File: src/hdl/assert_macros.svh
// Assertion macros shared by the pricer RTL.
`ifndef ASSERT_MACROS_SVH
`define ASSERT_MACROS_SVH
`ifndef NO_ASSERTIONS
`define ABP_ASSERT(lbl, clk, rst_n, prop, msg) \
    lbl: assert property (@(posedge clk) disable iff (!rst_n) prop) else $error(msg);
`define ABP_ASSERT_ALWAYS(lbl, clk, prop, msg) \
    lbl: assert property (@(posedge clk) prop) else $error(msg);
`else
`define ABP_ASSERT(lbl, clk, rst_n, prop, msg)
`define ABP_ASSERT_ALWAYS(lbl, clk, prop, msg)
`endif
`endif

File: src/hdl/abp_pkg.sv
// Types, constants and helper functions of the binomial pricer.
`timescale 1ns / 1ps
package abp_pkg;
    localparam int MAX_STEPS = 64;
    localparam int SP_DEPTH  = 2 * MAX_STEPS + 1;
    localparam int SP_AW     = $clog2(SP_DEPTH);
    localparam int VAL_DEPTH = MAX_STEPS + 1;
    localparam int VAL_AW    = $clog2(VAL_DEPTH);
    localparam int STEP_W    = $clog2(MAX_STEPS + 1);
    localparam int DIV_CNT_W = 6;
    localparam int REM_W     = 38;
    localparam int DSR_W     = 37;

    localparam logic [1:0] CFG_NUM_STEPS   = 2'd0;
    localparam logic [1:0] CFG_OPTION_TYPE = 2'd1;
    localparam logic [1:0] CFG_UP_FACTOR   = 2'd2;
    localparam logic [1:0] CFG_RATE        = 2'd3;

    localparam logic [31:0] MAX32   = 32'hFFFF_FFFF;
    localparam logic [31:0] ONE_Q28 = 32'h1000_0000;

    localparam logic [DIV_CNT_W-1:0] DN_DIV_STEPS   = DIV_CNT_W'(57);
    localparam logic [DIV_CNT_W-1:0] FRAC_DIV_STEPS = DIV_CNT_W'(32);

    typedef enum logic [4:0] {
        S_IDLE, S_DN_ST, S_DN_WT, S_P_ST, S_P_WT, S_Q_ST, S_Q_WT,
        S_SP_INIT, S_SP_CHK, S_SP_MUL, S_SP_WR,
        S_RD_A, S_LD_A, S_RD_B, S_LD_B, S_MUL_P, S_MUL_Q,
        S_DIV_ST, S_DIV_WT, S_WR, S_DONE
    } t_state;

    typedef struct packed {
        logic                 start;
        logic [DIV_CNT_W-1:0] steps;
        logic [REM_W-1:0]     rem;
        logic [63:0]          dvd;
        logic [DSR_W-1:0]     dsr;
    } t_div_req;

    typedef struct packed {
        logic        done;
        logic [31:0] quot;
    } t_div_rsp;

    typedef struct packed {
        logic        start;
        logic        accum;
        logic [31:0] a;
        logic [31:0] b;
    } t_mac_req;

    function automatic logic [31:0] intrinsic(input logic [31:0] s, input logic [31:0] k,
                                              input logic put);
        logic [31:0] res;
        if (put) begin
            res = (k > s) ? k - s : 32'd0;
        end else begin
            res = (s > k) ? s - k : 32'd0;
        end
        return res;
    endfunction
endpackage

File: src/hdl/abp_div.sv
// Shared restoring divider, one quotient bit per cycle.
`timescale 1ns / 1ps
module abp_div import abp_pkg::*; (
    input  logic     i_clk,
    input  logic     i_rst_n,
    input  t_div_req i_req,
    output t_div_rsp o_rsp
);
    logic                 r_busy, r_done;
    logic [DIV_CNT_W-1:0] r_cnt;
    logic [REM_W-1:0]     r_rem;
    logic [63:0]          r_dvd;
    logic [DSR_W-1:0]     r_dsr;
    logic [31:0]          r_quo;
    logic [REM_W-1:0]     w_sh;
    logic                 w_ge;

    assign w_sh = {r_rem[REM_W-2:0], r_dvd[63]};
    assign w_ge = w_sh >= {1'b0, r_dsr};

    always_ff @(posedge i_clk) begin
        if (!i_rst_n) begin
            r_busy <= 1'b0;
            r_done <= 1'b0;
            r_cnt  <= '0;
        end else begin
            r_done <= 1'b0;
            if (i_req.start) begin
                r_busy <= 1'b1;
                r_cnt  <= i_req.steps;
            end else if (r_busy) begin
                r_cnt <= r_cnt - DIV_CNT_W'(1);
                if (r_cnt == DIV_CNT_W'(1)) begin
                    r_busy <= 1'b0;
                    r_done <= 1'b1;
                end
            end
        end
    end

    always_ff @(posedge i_clk) begin
        if (i_req.start) begin
            r_rem <= i_req.rem;
            r_dvd <= i_req.dvd;
            r_dsr <= i_req.dsr;
            r_quo <= '0;
        end else if (r_busy) begin
            r_rem <= w_ge ? w_sh - {1'b0, r_dsr} : w_sh;
            r_dvd <= {r_dvd[62:0], 1'b0};
            r_quo <= {r_quo[30:0], w_ge};
        end
    end

    assign o_rsp.done = r_done;
    assign o_rsp.quot = r_quo;
endmodule

File: config.mk
export PLATFORM = sky130hd
export DESIGN_NAME = abp_div
export DESIGN_NICKNAME = d
export VERILOG_FILES = /design/src/hdl/assert_macros.svh /design/src/hdl/abp_pkg.sv /design/src/hdl/abp_div.sv
export SDC_FILE = /design/constraint.sdc
export NUM_CORES = 1
export LEC_CHECK = 0
export BUFFER_PORTS_ARGS = -buffer_cell sky130_fd_sc_hd__buf_2
export CAP_MARGIN = 20
export CORE_ASPECT_RATIO = 2
export CORE_MARGIN = 3
export CORE_UTILIZATION = 45
export CTS_BUF_LIST = sky130_fd_sc_hd__clkbuf_8
export DETAILED_ROUTE_END_ITERATION = 8
export PLACE_DENSITY = 0.64
export SYNTH_ARGS = -nofsm -noshare
export SYNTH_HDL_FRONTEND = slang
export SYNTH_SLANG_ARGS = --single-unit
File: constraint.sdc
create_clock -name i_clk -period 4.02 [get_ports i_clk]
set_input_delay 0 -clock i_clk [delete_from_list [all_inputs] [get_ports i_clk]]
set_output_delay 0 -clock i_clk [all_outputs]
set_load 0.005 [all_outputs]
==> metrics <==
largest net degree at the start of global routing=176; Final Core Density=0.609; root buffer cell=clkbuf_8; antenna cells=0; Startpoint Class=register; # clock sinks=178; PD cells=448 nW/µm²; Async SR Flop Fraction=0; post-synth net total=1042; clock network power share=0.247; Die Area=22800 µm²; met1 GRT Util=0.217; Post-synth EDFFs=138; Max rail drop VDD=0.366 mV; clock slew at reported path FFs=0.10 ns; maximum clock rate=293 MHz; routed length per instance=16.8 µm; CTS buffer count=17; vias per std cell=5.17; LEAKAGE=5.23 nW; CTS tree=built; most used cell, CP=inv_1; Initial DRT Pass Iterations=4; dpl hpwl=16.2 mm; switching part of the total power=0.334; register area share after synthesis=0.524; crit path cell chain=inv_1, ha_1, inv_1, fa_1, a21o_1, a221oi_2, o21bai_1, a31oi_1, o31ai_2, a21oi_4, buf_12, nor2_1, a211oi_1, a21oi_1; synthesized cell area=9430 µm²; critical path's top delay family=compound AO/OA/AOI/OAI gates; final cell count without fillers=1440; post-CTS sizing=0; Synth Warn #=0; layout cell share with drive strength beyond 1=0.253; Initial Utilization=0.459; Worst Setup End Kind=register; Worst Hold Class=in2reg; crit-path max FO=40; Area after DPL=10600 µm²; Total Wirelength=24.2 mm; NumNets Final=1349; post-route design area=12500 µm²; worst reg-to-reg path cell count=14; P_int=3.73 mW; Area Growth Syn to Fin=32.7%; Final Cycle Share=0.850; Buf/Inv on CP=3; Bufs on Longest Clock Path=2; core area=20600 µm²; placed cells=1259; part of the power in registers=0.420; number of buffers added on ports=179; Die W=108 µm; Primary FF master, synth=edfxtp_1; # IOs=181; Worst-Skew Late Latency=0.50 ns; total number of vias=7439; Gate power share=0.333; Tmin final=3.42 ns; WS Path Type=reg2reg; antenna-violating nets left=0; postcts setup bufs=0; Worst Path Required=4.23 ns; # setup viols final=0; # fillers=1698; status=complete, no violations; clk_skew=0.0140 ns; Final Max Tran Viols=0; Slew HR=0.426; final hold vios=0; initial antenna violation count=0; M3 GR Usage=0.0422; DR DRC count=0; max_cap viols=0; unrepaired setup endpoints after global routing=no; setup TNS=0 ns; Initial DRC Count=219; Post-Synthesis Cells=854; GR peak layer=met2; Slowest-stage cell, CP=fa_1; vias in the first global route=7992; grt total ovfl=0; GRT Overall Usage=0.219; Switch Pwr=1.87 mW; slowest stage delay, CP=0.40 ns; first-pass GRT wire length=38.7 mm; CP arrival=3.63 ns; Chip Height=211 µm; Cell variety after synth=55; Worst path depth=14; met2 GRT Util=0.428; post-synthesis area per instance=11.0 µm²; #FFs+latches synth=178; Hold Path Depth=2; Final GP Congestion=0.879; H-Tree Depth=4; Least-Margin Pin Slew=0.861 ns; Row Count=74
cell usage after synthesis, drive strengths merged, types with 7 or more instances:
master  number  area, µm²
mux2        65        732
nand2       43        161
and2         7       43.8
ha          39        488
edfxtp     138       4140
inv         64        240
nor3        13       65.1
mux2i       40        400
a21o        10       75.1
clkbuf      31        116
buf         16       76.3
o21ai       40        200
xnor2       14        123
o21bai       9       67.6
nand4       15       93.8
nor2        78        293
a211oi      17        128
nand3       10       50.1
o31ai        7       57.6
xor2        18        158
o21a         9       68.8
dfxtp       40        801
a21oi       75        394
metrics by stage:
stage / setup WS [ns] / power (mW) / hold WS, ns
2_1_floorplan: 1.06 / 3.67 / 0.0989
3_3_place_gp: 0.645 / 4.10 / 0.178
3_5_place_dp: 0.595 / 4.13 / 0.178
4_1_cts: 0.560 / 5.64 / 0.153
5_1_grt: 0.321 / 5.94 / 0.193
6_report: 0.603 / 5.60 / 0.211
metal layers:
metal	up-vias	part of all wire	routed length [µm]
met5	-	0	0
met4	0	0.032	782
met3	49	0.037	904
met2	172	0.57	13900
met1	3514	0.36	8690
li1	3704	-	-
flip-flops by register name (all words and copies together), names as in the netlist:
register  flops
r_dvd        64
r_dsr        37
r_rem        37
r_quo        32
r_cnt         6
r_busy        1
r_done        1
kinds of logic (layout without fill, tap and decap cells):
logic type	Yosys count	count (layout)	share of synthesized area
xor gates and xnor gates	32	32	0.0297
AOI/OAI and AO/OA	191	191	0.128
muxes	105	105	0.120
buffers and inverters	111	431	0.0459
adders and majority gates	40	40	0.0539
DFF	178	178	0.524
and+or+nand+nor	197	197	0.0983
power groups by stage:
stage	Clock, mW	Sequential (mW)	Combinational [mW]
global route	1.49	2.38	2.07
global placement	0	2.39	1.71
CTS	1.43	2.35	1.86
finish	1.39	2.35	1.87
detailed placement	0	2.39	1.74
floorplan	0	2.36	1.31
what timing repair did:
action	CTS	global route
endpoints found under the hold margin	168	0
hold buffers	149	0
setup endpoints to repair	0	0
cells in the final DEF, fill, tap and decap left out, types with 18 or more instances in the layout:
| cell | count |
|---|---|
| edfxtp_1 | 138 |
| nor2_1 | 78 |
| mux2_2 | 65 |
| a21oi_1 | 72 |
| mux2i_1 | 40 |
| xor2_1 | 18 |
| inv_1 | 64 |
| o21ai_0 | 38 |
| dlygate4sd3_1 | 149 |
| dfxtp_1 | 39 |
| ha_1 | 39 |
| nand2_1 | 43 |
| buf_2 | 178 |
layout make-up:
class                           count  area, µm²  share of cell area
Timing Repair Buffer              335       2500               0.199
Tap cell                          266        333              0.0266
Multi-Input combinational cell    565       4050               0.324
Sequential cell                   178       4950               0.395
Clock inverter                     15        213              0.0170
Clock buffer                       17        234              0.0187
Inverter                           64        240              0.0192
path summary, 6_finish.rpt:
path / endpoint / slack (ns) / start
setup / recovery: r_rem[5]$_DFFE_PP_ / 0.60 / r_dvd[63]$_DFFE_PP_
hold / removal: r_dsr[24]$_DFFE_PP_ / 0.21 / i_req[24]
setup reg to reg: r_rem[5]$_DFFE_PP_ / 0.60 / r_dvd[63]$_DFFE_PP_
hold reg to reg: r_quo[31]$_SDFFE_PP0P_ / 0.50 / r_quo[31]$_SDFFE_PP0P_
Note: power is estimated with default switching activity, not from simulation.
