==> src/hdl/assert_macros.svh <==
// Assertion macros shared by the pricer RTL.
`ifndef ASSERT_MACROS_SVH
`define ASSERT_MACROS_SVH
`ifndef NO_ASSERTIONS
`define ABP_ASSERT(lbl, clk, rst_n, prop, msg) \
    lbl: assert property (@(posedge clk) disable iff (!rst_n) prop) else $error(msg);
`define ABP_ASSERT_ALWAYS(lbl, clk, prop, msg) \
    lbl: assert property (@(posedge clk) prop) else $error(msg);
`else
`define ABP_ASSERT(lbl, clk, rst_n, prop, msg)
`define ABP_ASSERT_ALWAYS(lbl, clk, prop, msg)
`endif
`endif

==> src/hdl/abp_pkg.sv <==
// Types, constants and helper functions of the binomial pricer.
`timescale 1ns / 1ps
package abp_pkg;
    localparam int MAX_STEPS = 64;
    localparam int SP_DEPTH  = 2 * MAX_STEPS + 1;
    localparam int SP_AW     = $clog2(SP_DEPTH);
    localparam int VAL_DEPTH = MAX_STEPS + 1;
    localparam int VAL_AW    = $clog2(VAL_DEPTH);
    localparam int STEP_W    = $clog2(MAX_STEPS + 1);
    localparam int DIV_CNT_W = 6;
    localparam int REM_W     = 38;
    localparam int DSR_W     = 37;

    localparam logic [1:0] CFG_NUM_STEPS   = 2'd0;
    localparam logic [1:0] CFG_OPTION_TYPE = 2'd1;
    localparam logic [1:0] CFG_UP_FACTOR   = 2'd2;
    localparam logic [1:0] CFG_RATE        = 2'd3;

    localparam logic [31:0] MAX32   = 32'hFFFF_FFFF;
    localparam logic [31:0] ONE_Q28 = 32'h1000_0000;

    localparam logic [DIV_CNT_W-1:0] DN_DIV_STEPS   = DIV_CNT_W'(57);
    localparam logic [DIV_CNT_W-1:0] FRAC_DIV_STEPS = DIV_CNT_W'(32);

    typedef enum logic [4:0] {
        S_IDLE, S_DN_ST, S_DN_WT, S_P_ST, S_P_WT, S_Q_ST, S_Q_WT,
        S_SP_INIT, S_SP_CHK, S_SP_MUL, S_SP_WR,
        S_RD_A, S_LD_A, S_RD_B, S_LD_B, S_MUL_P, S_MUL_Q,
        S_DIV_ST, S_DIV_WT, S_WR, S_DONE
    } t_state;

    typedef struct packed {
        logic                 start;
        logic [DIV_CNT_W-1:0] steps;
        logic [REM_W-1:0]     rem;
        logic [63:0]          dvd;
        logic [DSR_W-1:0]     dsr;
    } t_div_req;

    typedef struct packed {
        logic        done;
        logic [31:0] quot;
    } t_div_rsp;

    typedef struct packed {
        logic        start;
        logic        accum;
        logic [31:0] a;
        logic [31:0] b;
    } t_mac_req;

    function automatic logic [31:0] intrinsic(input logic [31:0] s, input logic [31:0] k,
                                              input logic put);
        logic [31:0] res;
        if (put) begin
            res = (k > s) ? k - s : 32'd0;
        end else begin
            res = (s > k) ? s - k : 32'd0;
        end
        return res;
    endfunction
endpackage

==> src/hdl/abp_mac.sv <==
// Shared 32x32 multiply-accumulate unit with registered result.
`timescale 1ns / 1ps
module abp_mac import abp_pkg::*; (
    input  logic        i_clk,
    input  t_mac_req    i_req,
    output logic [64:0] o_acc
);
    logic [64:0] r_acc;
    logic [63:0] w_prod;

    assign w_prod = {32'd0, i_req.a} * {32'd0, i_req.b};

    always_ff @(posedge i_clk) begin
        if (i_req.start) begin
            r_acc <= (i_req.accum ? r_acc : 65'd0) + {1'b0, w_prod};
        end
    end

    assign o_acc = r_acc;
endmodule

==> config.mk <==
export PLATFORM = sky130hd
export DESIGN_NAME = abp_mac
export DESIGN_NICKNAME = d
export VERILOG_FILES = /design/src/hdl/assert_macros.svh /design/src/hdl/abp_pkg.sv /design/src/hdl/abp_mac.sv
export SDC_FILE = /design/constraint.sdc
export NUM_CORES = 2
export LEC_CHECK = 0
export BUFFER_PORTS_ARGS = -buffer_cell sky130_fd_sc_hd__buf_2
export CORE_ASPECT_RATIO = 1.25
export CORE_MARGIN = 2
export CORE_UTILIZATION = 40
export DETAILED_ROUTE_END_ITERATION = 10
export GPL_ROUTABILITY_DRIVEN = 1
export GPL_TIMING_DRIVEN = 0
export PLACE_DENSITY = 0.6
export SETUP_SLACK_MARGIN = 0.15
export SLEW_MARGIN = 30
export SYNTH_ARGS = -nofsm -noshare
export SYNTH_HDL_FRONTEND = slang
export SYNTH_SLANG_ARGS = --single-unit
export TNS_END_PERCENT = 20
==> constraint.sdc <==
create_clock -name i_clk -period 15.95 [get_ports i_clk]
set_input_delay 0.7975 -clock i_clk [delete_from_list [all_inputs] [get_ports i_clk]]
set_output_delay 0.7975 -clock i_clk [all_outputs]
set_load 0.02 [all_outputs]
==> insert_results.sql <==
INSERT INTO impl_metrics (metric_group, metric, value, unit) VALUES
('die', 'die-area', '96200', 'um2'),
('drt', 'drt-pass1-iter-count', '5', ''),
('worst_setup_path', 'timing.rr.end', 'o_acc[63]', ''),
('logic_synthesis', 'yosysUniqueCellTypes', '65', ''),
('grt', 'gr-usage-all-layers', '0.293', ''),
('grt', 'antenna_found_initial', '14', ''),
('die', 'die_width', '278', 'um'),
('min_path', 'whs_path_depth', '2', ''),
('timing', 'timing.clock.skew', '0.0232', 'ns'),
('clock_network', 'postCtsHoldBufs', '0', ''),
('timing', 'timing_hold_violations_final', '0', ''),
('worst_setup_path', 'critPathLaunchType', 'input port', ''),
('finish', 'num-nets-final', '5512', ''),
('timing', 'fin_setup_tns', '0', 'ns'),
('worst_setup_path', 'path_delay_family', 'adder cells', ''),
('timing', 'timing_worst_slew_pin_value', '1.14', 'ns'),
('worst_setup_path', 'worstPathMaxFanout', '10', ''),
('finish', 'drive_above_1_share', '0.0427', ''),
('logic_synthesis', 'synth_area', '37500', 'um2'),
('timing', 'drv_slew', '0', ''),
('drt', 'postRouteWirelength', '136000', 'um'),
('drt', 'vias', '28700', ''),
('logic_synthesis', 'synth_ff_type', 'sky130_fd_sc_hd__edfxtp_1', ''),
('worst_setup_path', 'rr_worst_depth', '25', ''),
('timing', 'worst_slew_margin_rel', '0.238', ''),
('worst_setup_path', 'timing.critical_path.depth', '27', ''),
('worst_setup_path', 'timing.critical_path.required', '16.09', 'ns'),
('logic_synthesis', 'postSynthCellCount', '4093', ''),
('clock_network', 'clock_path_buffers', '2', ''),
('logic_synthesis', 'ys_ff_latch', '65', ''),
('grt', 'grt_start_max_net_pins', '36', ''),
('drt', 'drc_errors', '0', ''),
('clock_network', 'clock_tree.root_cell', 'sky130_fd_sc_hd__clkbuf_16', ''),
('timing', 'rsz0062_at_grt', 'no', ''),
('grt', 'first_global_vias', '30900', ''),
('grt', 'grt_pass1_wl', '204000', 'um'),
('worst_setup_path', 'timing_startpoint_of_the_critical_path', 'i_req[64]', ''),
('finish', 'largest_reg_flops', '65', ''),
('worst_setup_path', 'worst_ep_arrival_time', '10.20', 'ns'),
('worst_setup_path', 'timing.rr.start', 'o_acc[26]', ''),
('place', 'gp_congestion', '0.974', ''),
('place', 'dp.final_hpwl', '119000', 'um'),
('die', 'core_area', '92900', 'um2'),
('grt', 'globalRoute.totalOverflow', '0', ''),
('place', 'port-buffer-count', '130', ''),
('logic_synthesis', 'fraction_of_the_yosys_area_taken_by_sequential_cells', '0.0521', ''),
('logic_synthesis', 'synth-edff-count', '65', ''),
('logic_synthesis', 'cell_types_with_the_largest_area_share_after_synthesis', 'sky130_fd_sc_hd__fa_1 (51%), sky130_fd_sc_hd__inv_1 (11%), sky130_fd_sc_hd__and2_1 (9.7%)', ''),
('clock_network', 'cts_resized', '0', ''),
('timing', 'fin_crit_sh', '0.631', ''),
('die', 'floorplan.rows', '125', ''),
('logic_synthesis', 'post_synth.cell_area_avg', '9.16', 'um2'),
('logic_synthesis', 'synth_top_cells_by_count', 'sky130_fd_sc_hd__inv_1 (1073), sky130_fd_sc_hd__fa_1 (961), sky130_fd_sc_hd__and2_1 (583)', ''),
('logic_synthesis', 'synth-warning-count', '0', ''),
('status', 'run_status', 'finished, final reports clean', ''),
('finish', 'multi_input_comb_area', '30700', 'um2'),
('worst_setup_path', 'cpMaxStageDelayCell', 'sky130_fd_sc_hd__clkbuf_1', ''),
('die', 'floorplan.initialDensity', '0.403', ''),
('drt', 'wl_per_cell', '25.0', 'um'),
('worst_setup_path', 'worstSetupEndpoint', 'o_acc[63]', ''),
('logic_synthesis', 'synth_top_area_frac', '0.513', ''),
('die', 'num_io_pins', '132', ''),
('worst_setup_path', 'critical_path.endpoint_type', 'register', ''),
('timing', 'setup_viol_count_final', '0', ''),
('clock_network', 'cts-buffers-inserted', '9', ''),
('timing', 'finalWorstPathRequiredPeriod', '10.06', 'ns'),
('flow_run', 'count_of_maximum_capacitance_violations', '0', ''),
('finish', 'syn_to_final_growth', '6.69', '%'),
('logic_synthesis', 'most_frequently_used_cell_type_in_the_post_synthesis_netlist', 'sky130_fd_sc_hd__inv_1', ''),
('worst_setup_path', 'r2r_setup_slack', '6.99', 'ns'),
('finish', 'final.fill_count', '9367', '');
[per-stage QoR]
stage	worst slack, ns	cell area (um2)	hold WS (ns)	utilization	std cells
2_1_floorplan	8.09	37500	0.796	-	4093
3_3_place_gp	5.65	39600	0.678	0.427	5429
3_5_place_dp	5.70	39700	0.684	0.427	5431
4_1_cts	6.08	40000	0.701	0.430	5447
5_1_grt	5.78	40000	0.722	0.430	5449
6_report	5.89	40000	0.696	0.430	5456
[worst reg2reg max path: stages, from the launching register on]
cell and delay [ns]:
sky130_fd_sc_hd__edfxtp_1 0.42, sky130_fd_sc_hd__and2_1 0.21, sky130_fd_sc_hd__fa_1 0.54, sky130_fd_sc_hd__inv_1 0.06, sky130_fd_sc_hd__fa_1 0.55, sky130_fd_sc_hd__inv_1 0.05
sky130_fd_sc_hd__fa_1 0.48, sky130_fd_sc_hd__inv_1 0.10, sky130_fd_sc_hd__fa_1 0.54, sky130_fd_sc_hd__inv_1 0.05, sky130_fd_sc_hd__fa_1 0.48, sky130_fd_sc_hd__fa_1 0.46
sky130_fd_sc_hd__fa_1 0.59, sky130_fd_sc_hd__inv_1 0.07, sky130_fd_sc_hd__fa_1 0.51, sky130_fd_sc_hd__inv_1 0.05, sky130_fd_sc_hd__ha_1 0.26, sky130_fd_sc_hd__clkbuf_1 0.34
sky130_fd_sc_hd__nand2_1 0.20, sky130_fd_sc_hd__nor3_1 0.60, sky130_fd_sc_hd__o311a_1 0.48, sky130_fd_sc_hd__o22ai_2 0.20, sky130_fd_sc_hd__o21ai_1 0.73, sky130_fd_sc_hd__a41o_1 0.37
sky130_fd_sc_hd__o221ai_2 0.15, sky130_fd_sc_hd__xnor2_1 0.17
[how the worst min path moves through the flow]
stage / startpoint / end / slack, ns
detailed placement: o_acc[0] / o_acc[0] / 0.68
floorplan: o_acc[0] / o_acc[0] / 0.80
finish: o_acc[0] / o_acc[0] / 0.70
global route: o_acc[0] / o_acc[0] / 0.72
global placement: o_acc[0] / o_acc[0] / 0.68
CTS: o_acc[0] / o_acc[0] / 0.70
[layout by cell type, fill, tap and decap left out, types with 25 or more instances in the layout]
| cell type | count |
|---|---|
| sky130_fd_sc_hd__nand2_1 | 560 |
| sky130_fd_sc_hd__buf_2 | 131 |
| sky130_fd_sc_hd__xor2_1 | 25 |
| sky130_fd_sc_hd__fa_1 | 961 |
| sky130_fd_sc_hd__edfxtp_1 | 65 |
| sky130_fd_sc_hd__a21oi_1 | 70 |
| sky130_fd_sc_hd__a21o_1 | 39 |
| sky130_fd_sc_hd__xnor2_1 | 36 |
| sky130_fd_sc_hd__and2_1 | 583 |
| sky130_fd_sc_hd__inv_1 | 1073 |
| sky130_fd_sc_hd__ha_1 | 248 |
| sky130_fd_sc_hd__o21ai_0 | 32 |
| sky130_fd_sc_hd__nor2_1 | 29 |
| sky130_fd_sc_hd__clkbuf_1 | 200 |
[area by class of cell]
class	count	share of cell area
tap	1206	0.0377
multi-input combinational	2737	0.767
buffer	217	0.0209
antenna	9	0.000563
clock buffer	9	0.00563
timing repair buffer	132	0.0170
sequential	65	0.0488
inverter	1074	0.101
clock inverter	7	0.00131
[layer usage]
layer  vias up  global-route usage  share of wire
met2      1252               0.497           0.49
met5         -                   0        0.00029
met3       394              0.0368          0.067
met1     15000               0.359           0.37
li1      12000                   -              -
met4         6               0.172          0.070
[logic make-up (layout without fill, tap and decap cells)]
group | after synthesis | in the layout | share of synthesized area
buffers and inverters | 1291 | 1439 | 0.129
and+or+nand+nor | 1240 | 1240 | 0.168
adders and majority gates | 1209 | 1209 | 0.596
AOI/OAI and AO/OA | 227 | 227 | 0.0400
DFF | 65 | 65 | 0.0521
xor gates and xnor gates | 61 | 61 | 0.0143
other | 0 | 9 | 0
Power is not shown: default switching activity piles up to over one toggle a cycle in this logic, so the estimate is an artifact.
